<file path="src/sv/llse_pkg.sv">
// llse_pkg: shared types, constants and helpers for the lat/lon six-byte encoder
// no dependencies; used by scoped names in every other file of the block but llse_if
package llse_pkg;

  // angle units in sixteenths of an arc second, and the longitude degree multiplier
  localparam logic signed [23:0] LAT_SPAN = 24'sd5184000;
  localparam logic signed [23:0] LAT_MIN  = -24'sd5184000;
  localparam logic signed [26:0] TURN     = 27'sd20736000;
  localparam logic signed [26:0] NEG_TURN = -27'sd20736000;
  localparam logic signed [26:0] TURN2    = 27'sd41472000;
  localparam logic [24:0]        DEG_16THS = 25'd57600;
  localparam logic [15:0]        MIN_16THS = 16'd960;
  localparam logic [15:0]        LON_DEG_MULT = 16'd181;

  // reciprocal of 225 scaled by 2^24, exact for the degree quotient range
  localparam logic [33:0] DEG_RECIP = 34'd74566;
  // reciprocal of 15 scaled by 2^14, exact for the minute quotient range
  localparam logic [20:0] MIN_RECIP = 21'd1093;

  // load enables of the six pipeline stages
  typedef struct packed {
    logic s6;
    logic s5;
    logic s4;
    logic s3;
    logic s2;
    logic s1;
  } llse_en_t;

  // one angle split into its parts
  typedef struct packed {
    logic [8:0] deg;
    logic [5:0] mnt;
    logic [5:0] sec;
    logic [3:0] six;
  } llse_parts_t;

  // quotient and remainder of a seconds count by fifteen
  typedef struct packed {
    logic [1:0] q;
    logic [3:0] r;
  } llse_d15_t;

  function automatic llse_d15_t div15(input logic [5:0] s);
    llse_d15_t d;
    logic [5:0] r;
    if (s >= 6'd45) begin
      d.q = 2'd3;
      r = s - 6'd45;
    end else if (s >= 6'd30) begin
      d.q = 2'd2;
      r = s - 6'd30;
    end else if (s >= 6'd15) begin
      d.q = 2'd1;
      r = s - 6'd15;
    end else begin
      d.q = 2'd0;
      r = s;
    end
    d.r = r[3:0];
    return d;
  endfunction

endpackage

</file>
<file path="src/sv/llse_if.sv">
// llse_if: valid/ready channel interfaces for coordinate and code beats
// no dependencies
interface llse_in_if (input logic clk);
  logic              valid;
  logic              ready;
  logic signed [23:0] lat_sixteenths;
  logic signed [25:0] lon_sixteenths;

  modport source (output valid, output lat_sixteenths, output lon_sixteenths, input ready);
  modport sink (input valid, input lat_sixteenths, input lon_sixteenths, output ready);
endinterface

interface llse_out_if (input logic clk);
  logic        valid;
  logic        ready;
  logic        valid_res;
  logic [47:0] code;

  modport source (output valid, output valid_res, output code, input ready);
  modport sink (input valid, input valid_res, input code, output ready);
endinterface

</file>
<file path="src/sv/llse_prep.sv">
// llse_prep: first stage, latitude range check and offset, longitude wrap, pole rule
// depends on llse_pkg
module llse_prep (
  input  logic                  clk,
  input  llse_pkg::llse_en_t    en,
  input  logic signed [23:0]    lat_sixteenths,
  input  logic signed [25:0]    lon_sixteenths,
  output logic                  ok,
  output logic [23:0]           la,
  output logic [24:0]           lo
);

  logic               in_range;
  logic               pole;
  logic signed [24:0] lat_off;
  logic signed [26:0] lon_x;
  logic signed [26:0] lon_w;

  // latitude checks and offset from the south pole
  assign in_range = (lat_sixteenths >= llse_pkg::LAT_MIN) &&
                    (lat_sixteenths <= llse_pkg::LAT_SPAN);
  assign pole     = (lat_sixteenths == llse_pkg::LAT_MIN) ||
                    (lat_sixteenths == llse_pkg::LAT_SPAN);
  assign lat_off  = {lat_sixteenths[23], lat_sixteenths} +
                    {llse_pkg::LAT_SPAN[23], llse_pkg::LAT_SPAN};

  // longitude into one turn; the field spans less than two turns each side
  assign lon_x = {lon_sixteenths[25], lon_sixteenths};
  always_comb begin
    if (lon_x < llse_pkg::NEG_TURN) begin
      lon_w = lon_x + llse_pkg::TURN2;
    end else if (lon_x < 27'sd0) begin
      lon_w = lon_x + llse_pkg::TURN;
    end else if (lon_x >= llse_pkg::TURN) begin
      lon_w = lon_x - llse_pkg::TURN;
    end else begin
      lon_w = lon_x;
    end
  end

  always_ff @(posedge clk) begin
    if (en.s1) begin
      ok <= in_range;
      la <= lat_off[23:0];
      lo <= pole ? 25'd0 : lon_w[24:0];
    end
  end

endmodule

</file>
<file path="src/sv/llse_split.sv">
// llse_split: four-stage split of one angle into degrees, minutes, seconds, sixteenths
// depends on llse_pkg
module llse_split (
  input  logic                  clk,
  input  llse_pkg::llse_en_t    en,
  input  logic [24:0]           a,
  output llse_pkg::llse_parts_t parts
);

  logic [24:0] a2;
  logic [33:0] p1;
  logic [8:0]  deg3;
  logic [8:0]  deg4;
  logic [15:0] r1;
  logic [15:0] r1_4;
  logic [20:0] p2;
  logic [24:0] r1_full;
  logic [15:0] r2;
  logic [5:0]  mnt_q;

  // stage 2: degrees by reciprocal of 225 on the angle over 256
  always_ff @(posedge clk) begin
    if (en.s2) begin
      a2 <= a;
      p1 <= 34'(a[24:8]) * llse_pkg::DEG_RECIP;
    end
  end

  // stage 3: degree quotient and remainder within the degree
  assign r1_full = a2 - 25'(p1[32:24]) * llse_pkg::DEG_16THS;

  always_ff @(posedge clk) begin
    if (en.s3) begin
      deg3 <= p1[32:24];
      r1   <= r1_full[15:0];
    end
  end

  // stage 4: minutes by reciprocal of 15 on the remainder over 64
  always_ff @(posedge clk) begin
    if (en.s4) begin
      deg4 <= deg3;
      r1_4 <= r1;
      p2   <= 21'(r1[15:6]) * llse_pkg::MIN_RECIP;
    end
  end

  // stage 5: minute quotient, seconds and sixteenths
  assign mnt_q = p2[19:14];
  assign r2    = r1_4 - 16'(mnt_q) * llse_pkg::MIN_16THS;

  always_ff @(posedge clk) begin
    if (en.s5) begin
      parts.deg <= deg4;
      parts.mnt <= mnt_q;
      parts.sec <= r2[9:4];
      parts.six <= r2[3:0];
    end
  end

endmodule

</file>
<file path="src/sv/llse_pack.sv">
// llse_pack: last stage, degree combine and byte packing into the 48-bit code
// depends on llse_pkg
module llse_pack (
  input  logic                  clk,
  input  llse_pkg::llse_en_t    en,
  input  logic                  ok,
  input  llse_pkg::llse_parts_t lat_p,
  input  llse_pkg::llse_parts_t lon_p,
  output logic                  valid_res,
  output logic [47:0]           code
);

  logic [15:0]         dd;
  llse_pkg::llse_d15_t lat_s;
  llse_pkg::llse_d15_t lon_s;
  logic [7:0]          b2;
  logic [7:0]          b3;
  logic [7:0]          b4;
  logic [7:0]          b5;

  // both degree counts into one 16-bit field
  assign dd = 16'(lat_p.deg) + 16'(lon_p.deg) * llse_pkg::LON_DEG_MULT;

  // seconds into quarter minutes and remainder
  assign lat_s = llse_pkg::div15(lat_p.sec);
  assign lon_s = llse_pkg::div15(lon_p.sec);

  assign b2 = {lat_p.mnt[5:2], lon_p.mnt[5:2]};
  assign b3 = {lat_p.mnt[1:0], lon_p.mnt[1:0], lat_s.q, lon_s.q};
  assign b4 = {lat_s.r, lon_s.r};
  assign b5 = {lat_p.six, lon_p.six};

  // output register, code cleared for an out-of-range latitude
  always_ff @(posedge clk) begin
    if (en.s6) begin
      valid_res <= ok;
      code      <= ok ? {dd, b2, b3, b4, b5} : 48'd0;
    end
  end

endmodule

</file>
<file path="src/sv/latlon_six_byte_encoder.sv">
// latlon_six_byte_encoder: top level, six-stage pipeline from coordinate pair to code
// depends on llse_pkg, llse_if, llse_prep, llse_split, llse_pack
//
//   channel  dir  fields                              beat taken when
//   coord    in   lat_sixteenths, lon_sixteenths      coord.valid & coord.ready
//   result   out  valid_res, code                     result.valid & result.ready
//
// one coordinate pair a cycle unless result is stalled and the pipeline is full
// stages: wrap, degree multiply, degree remainder, minute multiply, seconds, pack
// each stage loads when empty or when the stage after it moves, so bubbles close up
// coord.ready falls only when all six stages hold a beat and result is stalled
// rst clears the stage valid bits; data registers carry no reset
module latlon_six_byte_encoder (
  input logic        clk,
  input logic        rst,
  llse_in_if.sink    coord,
  llse_out_if.source result
);

  logic [6:1]            v;
  logic [7:1]            en_v;
  llse_pkg::llse_en_t    en;
  logic                  ok1;
  logic                  ok2;
  logic                  ok3;
  logic                  ok4;
  logic                  ok5;
  logic [23:0]           la;
  logic [24:0]           lo;
  llse_pkg::llse_parts_t lat_p;
  llse_pkg::llse_parts_t lon_p;

  // stage load enables, from the output back to the input
  always_comb begin
    en_v[7] = result.ready;
    for (int k = 6; k >= 1; k--) begin
      en_v[k] = !v[k] || en_v[k + 1];
    end
  end
  assign en          = llse_pkg::llse_en_t'(en_v[6:1]);
  assign coord.ready = en_v[1];
  assign result.valid = v[6];

  // valid bits travel with the data
  always_ff @(posedge clk) begin
    if (rst) begin
      v <= '0;
    end else begin
      if (en_v[1]) begin
        v[1] <= coord.valid;
      end
      for (int k = 2; k <= 6; k++) begin
        if (en_v[k]) begin
          v[k] <= v[k - 1];
        end
      end
    end
  end

  // range flag alongside the split stages
  always_ff @(posedge clk) begin
    if (en.s2) begin
      ok2 <= ok1;
    end
    if (en.s3) begin
      ok3 <= ok2;
    end
    if (en.s4) begin
      ok4 <= ok3;
    end
    if (en.s5) begin
      ok5 <= ok4;
    end
  end

  llse_prep u_prep (
    .clk            (clk),
    .en             (en),
    .lat_sixteenths (coord.lat_sixteenths),
    .lon_sixteenths (coord.lon_sixteenths),
    .ok             (ok1),
    .la             (la),
    .lo             (lo)
  );

  llse_split u_split_lat (
    .clk   (clk),
    .en    (en),
    .a     ({1'b0, la}),
    .parts (lat_p)
  );

  llse_split u_split_lon (
    .clk   (clk),
    .en    (en),
    .a     (lo),
    .parts (lon_p)
  );

  llse_pack u_pack (
    .clk       (clk),
    .en        (en),
    .ok        (ok5),
    .lat_p     (lat_p),
    .lon_p     (lon_p),
    .valid_res (result.valid_res),
    .code      (result.code)
  );

`ifndef SYNTHESIS
  // an invalid result never carries a code
  a_invalid_zero: assert property (@(posedge clk) disable iff (rst)
    (result.valid && !result.valid_res) |-> (result.code == 48'd0))
    else $error("invalid result with non-zero code");

  // pipeline occupancy changes only through the two handshakes
  a_occupancy: assert property (@(posedge clk) disable iff (rst)
    ((coord.valid && coord.ready) == (result.valid && result.ready)) |=>
      ($countones(v) == $past($countones(v))))
    else $error("beat lost or repeated inside the pipeline");

  // input back-pressure only when every stage is full
  a_full_stall: assert property (@(posedge clk) disable iff (rst)
    !coord.ready |-> ((v == 6'b111111) && !result.ready))
    else $error("input stalled with room in the pipeline");
`endif

endmodule

</file>
<file path="src/flat_wrapper.sv">
// flat-port wrapper written by rule: the top's interface ports become plain ports
module latlon_six_byte_encoder_flat 
  (clk, rst, coord_valid, coord_lat_sixteenths, coord_lon_sixteenths, coord_ready, result_valid, result_valid_res, result_code, result_ready);
  llse_in_if coord_i (.clk(clk));
  llse_out_if result_i (.clk(clk));
  input logic clk;
  input logic rst;
  input wire logic [$bits(coord_i.valid)-1:0] coord_valid;
  input wire logic [$bits(coord_i.lat_sixteenths)-1:0] coord_lat_sixteenths;
  input wire logic [$bits(coord_i.lon_sixteenths)-1:0] coord_lon_sixteenths;
  output wire logic [$bits(coord_i.ready)-1:0] coord_ready;
  output wire logic [$bits(result_i.valid)-1:0] result_valid;
  output wire logic [$bits(result_i.valid_res)-1:0] result_valid_res;
  output wire logic [$bits(result_i.code)-1:0] result_code;
  input wire logic [$bits(result_i.ready)-1:0] result_ready;
  assign coord_i.valid = coord_valid;
  assign coord_i.lat_sixteenths = coord_lat_sixteenths;
  assign coord_i.lon_sixteenths = coord_lon_sixteenths;
  assign coord_ready = coord_i.ready;
  assign result_valid = result_i.valid;
  assign result_valid_res = result_i.valid_res;
  assign result_code = result_i.code;
  assign result_i.ready = result_ready;
  latlon_six_byte_encoder u_core (.clk(clk), .rst(rst), .coord(coord_i), .result(result_i));
endmodule
</file>
<file path="config.mk">
export PLATFORM = sky130hd
export DESIGN_NAME = latlon_six_byte_encoder_flat
export DESIGN_NICKNAME = d
export VERILOG_FILES = /design/src/sv/llse_pkg.sv /design/src/sv/llse_if.sv /design/src/sv/llse_prep.sv /design/src/sv/llse_split.sv /design/src/sv/llse_pack.sv /design/src/sv/latlon_six_byte_encoder.sv /design/src/flat_wrapper.sv
export SDC_FILE = /design/constraint.sdc
export NUM_CORES = 1
export LEC_CHECK = 0
export ABC_AREA = 1
export BUFFER_PORTS_ARGS = -buffer_cell sky130_fd_sc_hd__clkbuf_2
export CORE_MARGIN = 5
export CORE_UTILIZATION = 40
export CTS_CLUSTER_DIAMETER = 100
export CTS_CLUSTER_SIZE = 16
export DETAILED_ROUTE_END_ITERATION = 10
export GPL_ROUTABILITY_DRIVEN = 1
export PLACE_DENSITY = 0.68
export SLEW_MARGIN = 20
export SYNTH_ARGS = -nofsm -noshare
export SYNTH_HDL_FRONTEND = slang
export SYNTH_SLANG_ARGS = --single-unit
</file>
<file path="constraint.sdc">
create_clock -name clk -period 9.35 [get_ports clk]
set_input_delay 1.4025 -clock clk [delete_from_list [all_inputs] [get_ports clk]]
set_output_delay 1.4025 -clock clk [all_outputs]
set_load 0.01 [all_outputs]
</file>
==> results of run 1 <==
[sequential cells by signal (all words and copies together), names as in the netlist, 10 cells and up]
| signal | flops |
|---|---|
| u_core.u_split_lat.r1_4 | 10 |
| u_core.u_split_lat.parts | 25 |
| u_core.u_split_lon.parts | 25 |
| u_core.u_split_lon.r1_4 | 10 |
| u_core.u_split_lat.p1 | 10 |
| u_core.u_prep.lo | 25 |
| u_core.u_split_lon.a2 | 16 |
| u_core.u_prep.la | 24 |
| u_core.u_pack.code | 48 |
| u_core.u_split_lon.r1 | 16 |
| u_core.u_split_lat.r1 | 16 |
| u_core.u_split_lat.a2 | 15 |
[metrics by stage]
step / utilization / hold slack (ps)
2_1_floorplan: - / 400.3
3_3_place_gp: 0.4275 / 401.7
3_5_place_dp: 0.4275 / 404.5
4_1_cts: 0.4382 / 415.3
5_1_grt: 0.4383 / 421.7
6_report: 0.4383 / 413.8
[routing by layer]
layer | track usage | up-vias
met5 | 0 | -
li1 | - | 8525
met2 | 0.2379 | 273
met4 | 0.02131 | 0
met1 | 0.2157 | 7872
met3 | 0.01456 | 46
[worst reg2reg max path, cell delays in order, from the launching register on]
cell	delay [ps]
edfxtp_1	600
ha_1	380
ha_1	300
fa_1	470
fa_1	550
inv_1	60
fa_1	500
fa_1	540
inv_1	40
ha_1	320
nand2_1	80
a21oi_1	60
nor3_1	280
o21ai_0	140
nand2_1	80
nand2_1	80
a21oi_1	210
nand2_1	90
nand2_1	70
nand2_1	60
[cell type report]
type / instances / area, um^2
fill: 6041 / 35300
multi-input combinational: 1645 / 14010
sequential: 309 / 9219
antenna: 1 / 2.502
timing repair buffer: 109 / 558.0
clock inverter: 2 / 38.79
clock buffer: 39 / 635.6
inverter: 538 / 2019
tap: 846 / 1059
[how the worst max path moves through the flow]
stage               depth (start not counted)  slack [ps]          end
floorplan                                  10         680  coord_ready
global placement                           14        2710  coord_ready
detailed placement                         14        2700  coord_ready
CTS                                        14        2690  coord_ready
global route                               14        2370  coord_ready
finish                                     14        2810  coord_ready
[kinds of logic after synthesis]
kind of cell,after synthesis,synth area share
buf+inv,547,0.08184
simple gates,676,0.1104
flops,309,0.3644
fa+ha+maj,633,0.3587
xor+xnor,78,0.02809
compound gates,258,0.05662
[cell usage in the layout (no fill, tap or decap), drive strengths merged, types with 2 or more instances in the layout]
master and instances:
inv 538, ha 479, nand2 360, edfxtp 303, nor2 164, fa 154, clkbuf 143, a21oi 129
nand3 89, o21ai 71, xor2 43, xnor2 33, nor3 27, a21o 15, o211ai 14, nand4 14
nor4 14, o21bai 8, a31oi 6, dfxtp 6, buf 5, o21a 4, o2111ai 3, or2 3
o22ai 3, a21boi 2, a211oi 2, xnor3 2, nand3b 2, and3 2
==> run_results.csv, run 1 <==
group,metric,value,unit
critical_path,worstPathRequired,7950,ps
floorplan,core-area,62850,um^2
global_routing,grt_start_max_net_pins,54,
placed_design,dp.cells,3447,
run_status,status,"finished clean",
floorplan,start_util,0.4026,
sta,rsz0062_at_grt,"false",
clock_network,cts_resized,0,
floorplan,num_rows,92,
logic_synthesis,synth_top_area_share,0.3596,
critical_path,crit_slowest_cell,"inv_2",
critical_path,r2r_end,"u_core.u_split_lon.p1[27]",
logic_synthesis,synth_cells,2501,
critical_path,crit_family,"buffers and inverters",
critical_path,crit_chain,"clkbuf_2 -> nor2_1 -> inv_2 -> buf_4 -> nor2_1 -> inv_2 -> nor2_1 -> inv_2 -> nor2_1 -> inv_2 -> buf_4 -> nor2_1 -> nand2_2 -> clkbuf_2",
global_routing,grt_usage,0.1454,
logic_synthesis,yosysWarningCount,0,
floorplan,die_y,261.5,um
global_routing,antenna_found_initial,2,
logic_synthesis,synth.largest_area_cell,"edfxtp_1",
logic_synthesis,synth_ff_type,"edfxtp_1",
sta,slew_viol_final,0,
critical_path,critPathMaxFanout,53,
finish,final_area,27550,um^2
logic_synthesis,yosysMostFrequentCell,"inv_1",
detailed_routing,route.detailed.drc,0,
sta,fin_crit_sh,0.6992,
placed_design,numPortBuffers,104,
clock_network,cts_buffers,23,
global_routing,gr-total-overflow,0,
sta,fin_crit,6538,ps
critical_path,critical_path_buf_inv_count,8,
detailed_routing,vias,16716,
logic_synthesis,syn_nets,3188,
critical_path,reg2reg_depth,19,
placed_design,post-place-ws,2698,ps
logic_synthesis,ys_top_cells_by_count,"inv_1 (535), ha_1 (479), nand2_1 (360)",
hold_path,hold_path.class,"reg -> reg",
sta,timing_hold_violations_final,0,
logic_synthesis,ys_ff_latch,309,
placed_design,post-dp-hpwl,40190,um
critical_path,crit_top_cell,"nor2_1",
clock_network,cts-root-buf,"clkbuf_16",
finish,drive_above_1_share,0.05678,
global_routing,grt_first_pass_wirelength,81510,um
critical_path,crit_type,"in -> out",
critical_path,cp-start-kind,"input port",
logic_synthesis,synth_enable_flop_cells,303,
detailed_routing,drt_iter0_markers,963,
global_routing,grt_pass1_vias,16233,
clock_network,holdBufCountCts,0,
detailed_routing,postRouteAntennaNets,0,
logic_synthesis,ys_seq_area_frac,0.3644,
clock_network,clock_sinks,309,
sta,tightest_slew,1067,ps
floorplan,dieArea,68380,um^2
finish,nNetsFinal,3313,
detailed_routing,highest_layer,"met4",
critical_path,startpoint,"result_ready",
clock_network,cts_max_level,1,
detailed_routing,wl_met3,1797,um
sta,final.setup_skew,14.25,ps
clock_network,clock_path_buffers,3,
finish,syn2layout_area_growth,8.871,%
clock_network,insertion_delay,530,ps
detailed_routing,vias_per_cell,4.791,
hold_path,holdPathStages,0,
floorplan,io_pins,105,
detailed_routing,wire_per_inst,14.10,um
hold_path,min_from,"u_core.u_split_lon.a2[2]",
critical_path,cp-end-kind,"primary output",
logic_synthesis,synthArstFlopShare,0,
job,cap_viol_max_count,0,
placed_design,gp_congestion,0.9085,
logic_synthesis,synth.avg_cell_area,10.12,um^2
sta,worst_slack,2812,ps
clock_network,cts_tree,"done",
clock_network,clk_pin_slew,70,ps
hold_path,worstHoldEndpoint,"u_core.u_split_lon.r1[2]",
finish,fin_cells,3489,
floorplan,die_x,261.5,um
logic_synthesis,netlist_area,25300,um^2
detailed_routing,wl_met1,24290,um
critical_path,max_stage_delay,800,ps
logic_synthesis,synthTopCellsByArea,"edfxtp_1 (36%), ha_1 (24%), fa_1 (12%), inv_1 (7.9%), nand2_1 (5.3%)",
detailed_routing,dr.pass1.iters,5,
placed_design,dpl_cell_area,26870,um^2
sta,setup_viol,0,
critical_path,worstPathArrival,5140,ps
sta,fmax,153.0,MHz
sta,setup_tns,0,ps
critical_path,reg2reg_from,"u_core.u_prep.lo[17]",
logic_synthesis,synth.distinct_cells,40,
detailed_routing,wl,49210,um
critical_path,ff2ff_setup_slack,4200,ps
sta,maxSlewHeadroom,0.2874,
clock_network,postCtsSetupRepairBufs,0,
detailed_routing,dr_wl_met2,22360,um
Power of run 1 is left out: the tool's default activity adds up to more than one toggle a clock period on the data nets, which glitch-free logic cannot reach.
==> inputs of run 2 (changes only) <==
clock period = 6.65 ns   (was 9.35 ns; I/O delays follow)
==> run_results.csv, run 2 (same netlist as run 1, synthesis figures left out) <==
group,metric,value,unit
hold_path,hold_path.class,"reg -> reg",
job,cap_viol_max_count,0,
clock_network,postCtsSetupRepairBufs,0,
critical_path,startpoint,"u_core.u_prep.la[13]",
clock_network,cts-root-buf,"clkbuf_16",
sta,fin_crit,4897,ps
global_routing,antenna_found_initial,0,
floorplan,die_x,261.5,um
sta,maxSlewHeadroom,0.4142,
clock_network,clock_path_buffers,3,
floorplan,start_util,0.4026,
critical_path,cp_num_cells,20,
detailed_routing,postRouteAntennaNets,0,
finish,diodes,0,
sta,setup_tns,0,ps
global_routing,grt_start_max_net_pins,53,
critical_path,crit_type,"reg -> reg",
sta,timing_hold_violations_final,0,
critical_path,worstPathArrival,5180,ps
detailed_routing,vias,16570,
clock_network,insertion_delay,540,ps
clock_network,cts_resized,0,
critical_path,cp-start-kind,"flip-flop",
floorplan,dieArea,68380,um^2
sta,fin_crit_sh,0.7364,
detailed_routing,drt_iter0_markers,864,
finish,regMostFlops,"u_core.u_pack.code",
finish,largest_reg_flops,48,
critical_path,worstSetupEndpoint,"u_core.u_split_lat.p1[28]",
clock_network,cts_max_level,1,
detailed_routing,wl,49440,um
hold_path,holdPathStages,0,
finish,layout_commonest_cell,"inv_1",
clock_network,clk_pin_slew,70,ps
sta,final.setup_skew,20.63,ps
detailed_routing,route.detailed.drc,0,
global_routing,grt_first_pass_wirelength,81970,um
global_routing,grt_pass1_vias,16322,
clock_network,clock_sinks,309,
critical_path,worstPathRequired,6930,ps
finish,fill_cells,6012,
critical_path,crit_slowest_cell,"edfxtp_1",
detailed_routing,dr.pass1.iters,5,
critical_path,reg2reg_depth,20,
floorplan,core-area,62850,um^2
critical_path,r2r_end,"u_core.u_split_lat.p1[28]",
finish,nNetsFinal,3313,
finish,layout_common_cells,"inv_1 (530), ha_1 (479), nand2_1 (359)",
global_routing,gr-total-overflow,0,
floorplan,io_pins,105,
critical_path,ff2ff_setup_slack,1750,ps
critical_path,crit_family,"adder cells",
sta,rsz0062_at_grt,"false",
critical_path,reg2reg_from,"u_core.u_prep.la[13]",
clock_network,holdBufCountCts,0,
placed_design,post-dp-hpwl,40800,um
sta,setup_viol,0,
finish,drive_above_1_share,0.05833,
detailed_routing,wire_per_inst,14.18,um
finish,syn2layout_area_growth,8.966,%
sta,fmax,204.2,MHz
placed_design,gp_congestion,0.9036,
finish,fin_cells,3486,
global_routing,grt_usage,0.1458,
critical_path,critPathMaxFanout,8,
critical_path,max_stage_delay,590,ps
critical_path,cp-end-kind,"flip-flop",
placed_design,numPortBuffers,104,
critical_path,crit_top_cell,"inv_1",
run_status,status,"finished clean",
clock_network,cts_buffers,23,
floorplan,die_y,261.5,um
critical_path,critical_path_buf_inv_count,5,
floorplan,num_rows,92,
sta,tightest_slew,877.7,ps
placed_design,dp.cells,3447,
critical_path,crit_chain,"ha_1 -> ha_1 -> fa_1 -> inv_1 -> fa_1 -> inv_1 -> fa_1 -> inv_1 -> fa_1 -> inv_1 -> ha_1 -> nand2_1 -> inv_1 -> nand2_1 -> nand2_1 -> nand2_1 -> a21oi_1 -> nor3_1 -> o21ai_0 -> xor2_1",
clock_network,cts_tree,"done",
sta,slew_viol_final,0,
detailed_routing,vias_per_cell,4.753,
## run 2: changes by cell type in the layout (fill, tap and decap cells not counted), sizes merged
cell,delta
clkinv,+1
bufinv,-1
inv,-5
clkbuf,-1
diode,-1
clkinvlp,+4
## run 2: cell type report
type / instances / area, um^2 / area share
multi-input combinational: 1645 / 14050 / 0.5096
timing repair buffer: 109 / 558.0 / 0.02024
tap: 846 / 1059 / 0.03839
clock buffer: 38 / 641.9 / 0.02328
inverter: 538 / 2036 / 0.07384
sequential: 309 / 9219 / 0.3344
clock inverter: 1 / 8.758 / 0.0003177
## run 2: worst min-delay path by stage
stage	startpoint	end	slack, ps
floorplan	u_core.u_prep.ok	u_core.ok2	400
global placement	u_core.u_split_lat.deg3[1]	u_core.u_split_lat.deg4[1]	400
detailed placement	u_core.u_split_lat.p2[19]	u_core.u_split_lat.parts[15]	400
CTS	u_core.u_split_lat.deg4[8]	u_core.u_split_lat.parts[24]	410
global route	u_core.u_split_lat.r1_4[0]	u_core.u_split_lat.parts[0]	430
finish	u_core.u_split_lat.deg3[5]	u_core.u_split_lat.deg4[5]	410
## run 2: stage by stage
stage          hold slack [ps]  area (um^2)  utilization  worst slack, ps
6_report                 415.0        27570       0.4387             1753
5_1_grt                  426.2        27570       0.4387             1375
4_1_cts                  414.9        27570       0.4386             1743
3_5_place_dp             404.5        26920       0.4283             1744
3_3_place_gp             401.9        26920       0.4283             1803
2_1_floorplan            400.3        25350            -            40.47
## run 2: worst register-to-register path: stages, from the launching register on
cell	delay (ps)
edfxtp_1	590
ha_1	370
ha_1	220
fa_1	530
inv_1	50
fa_1	480
inv_1	60
fa_1	540
inv_1	60
fa_1	540
inv_1	50
ha_1	320
nand2_1	130
inv_1	60
nand2_1	80
nand2_1	50
nand2_1	60
a21oi_1	50
nor3_1	130
o21ai_0	120
xor2_1	150
## run 2: metal layers
layer	global-route usage	vias up	routed length, um
li1	-	8520	-
met2	0.2337	303	22100
met5	0	-	0
met3	0.01485	50	1944
met1	0.2175	7697	24480
met4	0.02745	0	915
Power of run 2 is left out for the same reason.
==> inputs of run 3 (changes only) <==
ABC_AREA = 0   (was 1)
PLACE_DENSITY = 0.7   (was 0.68)
clock period = 3.94 ns   (was 6.65 ns; I/O delays follow)
==> run_results.csv, run 3 <==
group,metric,value,unit
critical_path,cp-start-kind,"flip-flop",
sta,holdWs,245.6,ps
sta,worst_slack,-1042,ps
clock_network,cts-root-buf,"clkbuf_16",
sta,maxSlewHeadroom,0.2893,
run_status,violations,"setup timing",
sta,final.setup_skew,27.59,ps
critical_path,crit_type,"reg -> reg",
critical_path,cp-end-kind,"flip-flop",
global_routing,grt_start_max_net_pins,52,
sta,fmax,200.7,MHz
detailed_routing,wire_per_inst,15.46,um
logic_synthesis,synth_top_area_share,0.3876,
critical_path,reg2reg_from,"u_core.u_prep.lo[17]",
logic_synthesis,yosysWarningCount,0,
finish,diodes,0,
finish,largest_reg_flops,48,
logic_synthesis,ys_top_cells_by_count,"ha_1 (479), inv_1 (365), edfxtp_1 (303)",
detailed_routing,dr.pass1.iters,4,
floorplan,num_rows,88,
global_routing,gr-total-overflow,0,
sta,fin_crit,4982,ps
finish,layout_common_cells,"ha_1 (424), inv_1 (340), edfxtp_1 (303)",
clock_network,clock_path_buffers,3,
finish,nNetsFinal,2902,
global_routing,grt_usage,0.1437,
detailed_routing,wl,46270,um
global_routing,grt_pass1_vias,15567,
global_routing,use_met2,0.2638,
logic_synthesis,ys_seq_area_frac,0.3927,
logic_synthesis,syn_nets,2604,
global_routing,busiest_layer,"met2",
finish,drive_above_1_share,0.2150,
detailed_routing,route.detailed.drc,0,
sta,fin_crit_sh,1.264,
hold_path,holdPathStages,1,
logic_synthesis,synth.largest_area_cell,"edfxtp_1",
hold_path,min_from,"coord_lat_sixteenths[6]",
floorplan,die_y,252.3,um
clock_network,clk_pin_slew,70,ps
critical_path,reg2reg_depth,20,
detailed_routing,vias,14587,
logic_synthesis,netlist_area,23480,um^2
sta,timing_hold_violations_final,0,
global_routing,grt_first_pass_wirelength,76180,um
sta,slew_viol_final,0,
detailed_routing,postRouteAntennaNets,0,
placed_design,gp_congestion,0.8702,
logic_synthesis,yosysMostFrequentCell,"ha_1",
sta,setup_viol,20,
finish,multiInputGateArea,13710,um^2
finish,fill_cells,5049,
hold_path,hold_path.class,"in -> reg",
logic_synthesis,synth_ff_type,"edfxtp_1",
detailed_routing,vias_per_cell,4.874,
run_status,status,"complete, but fails checks",
job,cap_viol_max_count,0,
clock_network,cts_max_level,1,
finish,syn2layout_area_growth,18.92,%
logic_synthesis,synth_enable_flop_cells,303,
global_routing,antenna_found_initial,0,
floorplan,core-area,57920,um^2
global_routing,use_met1,0.1809,
critical_path,r2r_end,"u_core.u_split_lon.p1[31]",
critical_path,ff2ff_setup_slack,-1040,ps
finish,regMostFlops,"u_core.u_pack.code",
floorplan,die_x,252.3,um
clock_network,cts_tree,"done",
sta,tightest_slew,1066,ps
floorplan,start_util,0.4053,
global_routing,met3_usage,0.02017,
logic_synthesis,synth.avg_cell_area,12.25,um^2
clock_network,holdBufCountCts,0,
detailed_routing,drt_iter0_markers,505,
placed_design,post-place-ws,-1206,ps
clock_network,clock_sinks,309,
placed_design,numPortBuffers,104,
clock_network,cts_buffers,24,
finish,layout_commonest_cell,"ha_1",
logic_synthesis,synthArstFlopShare,0,
hold_path,worstHoldEndpoint,"u_core.u_prep.la[6]",
critical_path,critPathMaxFanout,3,
clock_network,insertion_delay,550,ps
critical_path,worstPathRequired,4240,ps
critical_path,worstPathArrival,5280,ps
finish,seq_area,9219,um^2
logic_synthesis,ys_ff_latch,309,
logic_synthesis,synthTopCellsByArea,"edfxtp_1 (39%), ha_1 (26%), fa_1 (13%), inv_1 (5.8%), xnor2_1 (2.5%)",
sta,rsz0062_at_grt,"true",
floorplan,dieArea,63630,um^2
logic_synthesis,synth.distinct_cells,62,
logic_synthesis,synth_cells,1917,
floorplan,io_pins,105,
placed_design,post-dp-hpwl,37110,um
-- run 3: layout make-up --
type	instances	area share
tap	765	0.03429
clock buffer	34	0.02322
multi-input combinational	1225	0.4909
clock inverter	5	0.001703
sequential	309	0.3302
timing repair buffer	290	0.07054
inverter	365	0.04908
-- run 3: worst max-delay path by stage --
| stage | slack [ps] | end | from |
|---|---|---|---|
| 2_1_floorplan | -950 | u_core.u_split_lat.p1[32] | u_core.u_prep.la[17] |
| 5_1_grt | -1260 | u_core.u_split_lon.p1[31] | u_core.u_prep.lo[17] |
| 6_report | -1040 | u_core.u_split_lon.p1[31] | u_core.u_prep.lo[17] |
| 3_3_place_gp | -1140 | u_core.u_split_lat.p1[32] | u_core.u_prep.la[17] |
| 3_5_place_dp | -1210 | u_core.u_split_lat.p1[32] | u_core.u_prep.la[17] |
| 4_1_cts | -1030 | u_core.u_split_lon.p1[25] | u_core.u_prep.lo[11] |
-- run 3: metal layers --
layer | up-vias | wire length [um] | share of wire
met4 | 0 | 985 | 0.021
li1 | 7211 | - | -
met3 | 55 | 1762 | 0.038
met2 | 213 | 23820 | 0.51
met1 | 7108 | 19700 | 0.43
met5 | - | 0 | 0
-- run 3: repair_timing --
| item | CTS | global route |
|---|---|---|
| setup endpoints to repair | 22 | 29 |
| buffers inserted | 39 | 15 |
| hold endpoints to repair | 0 | 0 |
| gates resized for setup | 105 | 47 |
| pin swaps | 118 | 59 |
-- run 3: worst max-delay path, stage by stage (launching register included) --
cell and delay, ps:
edfxtp_1 430, buf_4 160, buf_4 140, ha_4 260
inv_1 50, fa_1 570, inv_2 50, ha_4 150
fa_1 490, inv_1 50, fa_1 520, inv_1 40
ha_2 180, or4_1 510, o211ai_1 180, buf_4 170
or3_4 140, nand3_4 70, a311o_1 310, buf_4 150
xor2_1 130
-- run 3: cells by family after synthesis --
| logic type | count (synthesis) | synth area share |
|---|---|---|
| AO/OA/AOI/OAI | 210 | 0.05799 |
| XOR/XNOR | 105 | 0.03917 |
| adder cells (fa/ha/maj) | 633 | 0.3866 |
| buffers and inverters | 383 | 0.06300 |
| flip-flops | 309 | 0.3927 |
| multiplexers | 2 | 0.0009061 |
| AND/OR/NAND/NOR | 275 | 0.05959 |
-- run 3: through the flow --
step                      std cells    util  TNS (ps)  area, um^2
after global placement         2904  0.4492    -17210       26020
after CTS                      2979  0.4754    -15150       27540
after floorplan                1917       -    -13160       23620
after global routing           2993  0.4820    -19870       27920
final                          2993  0.4820    -15620       27920
after detailed placement       2904  0.4492    -18380       26020
Power of run 3 is left out for the same reason.
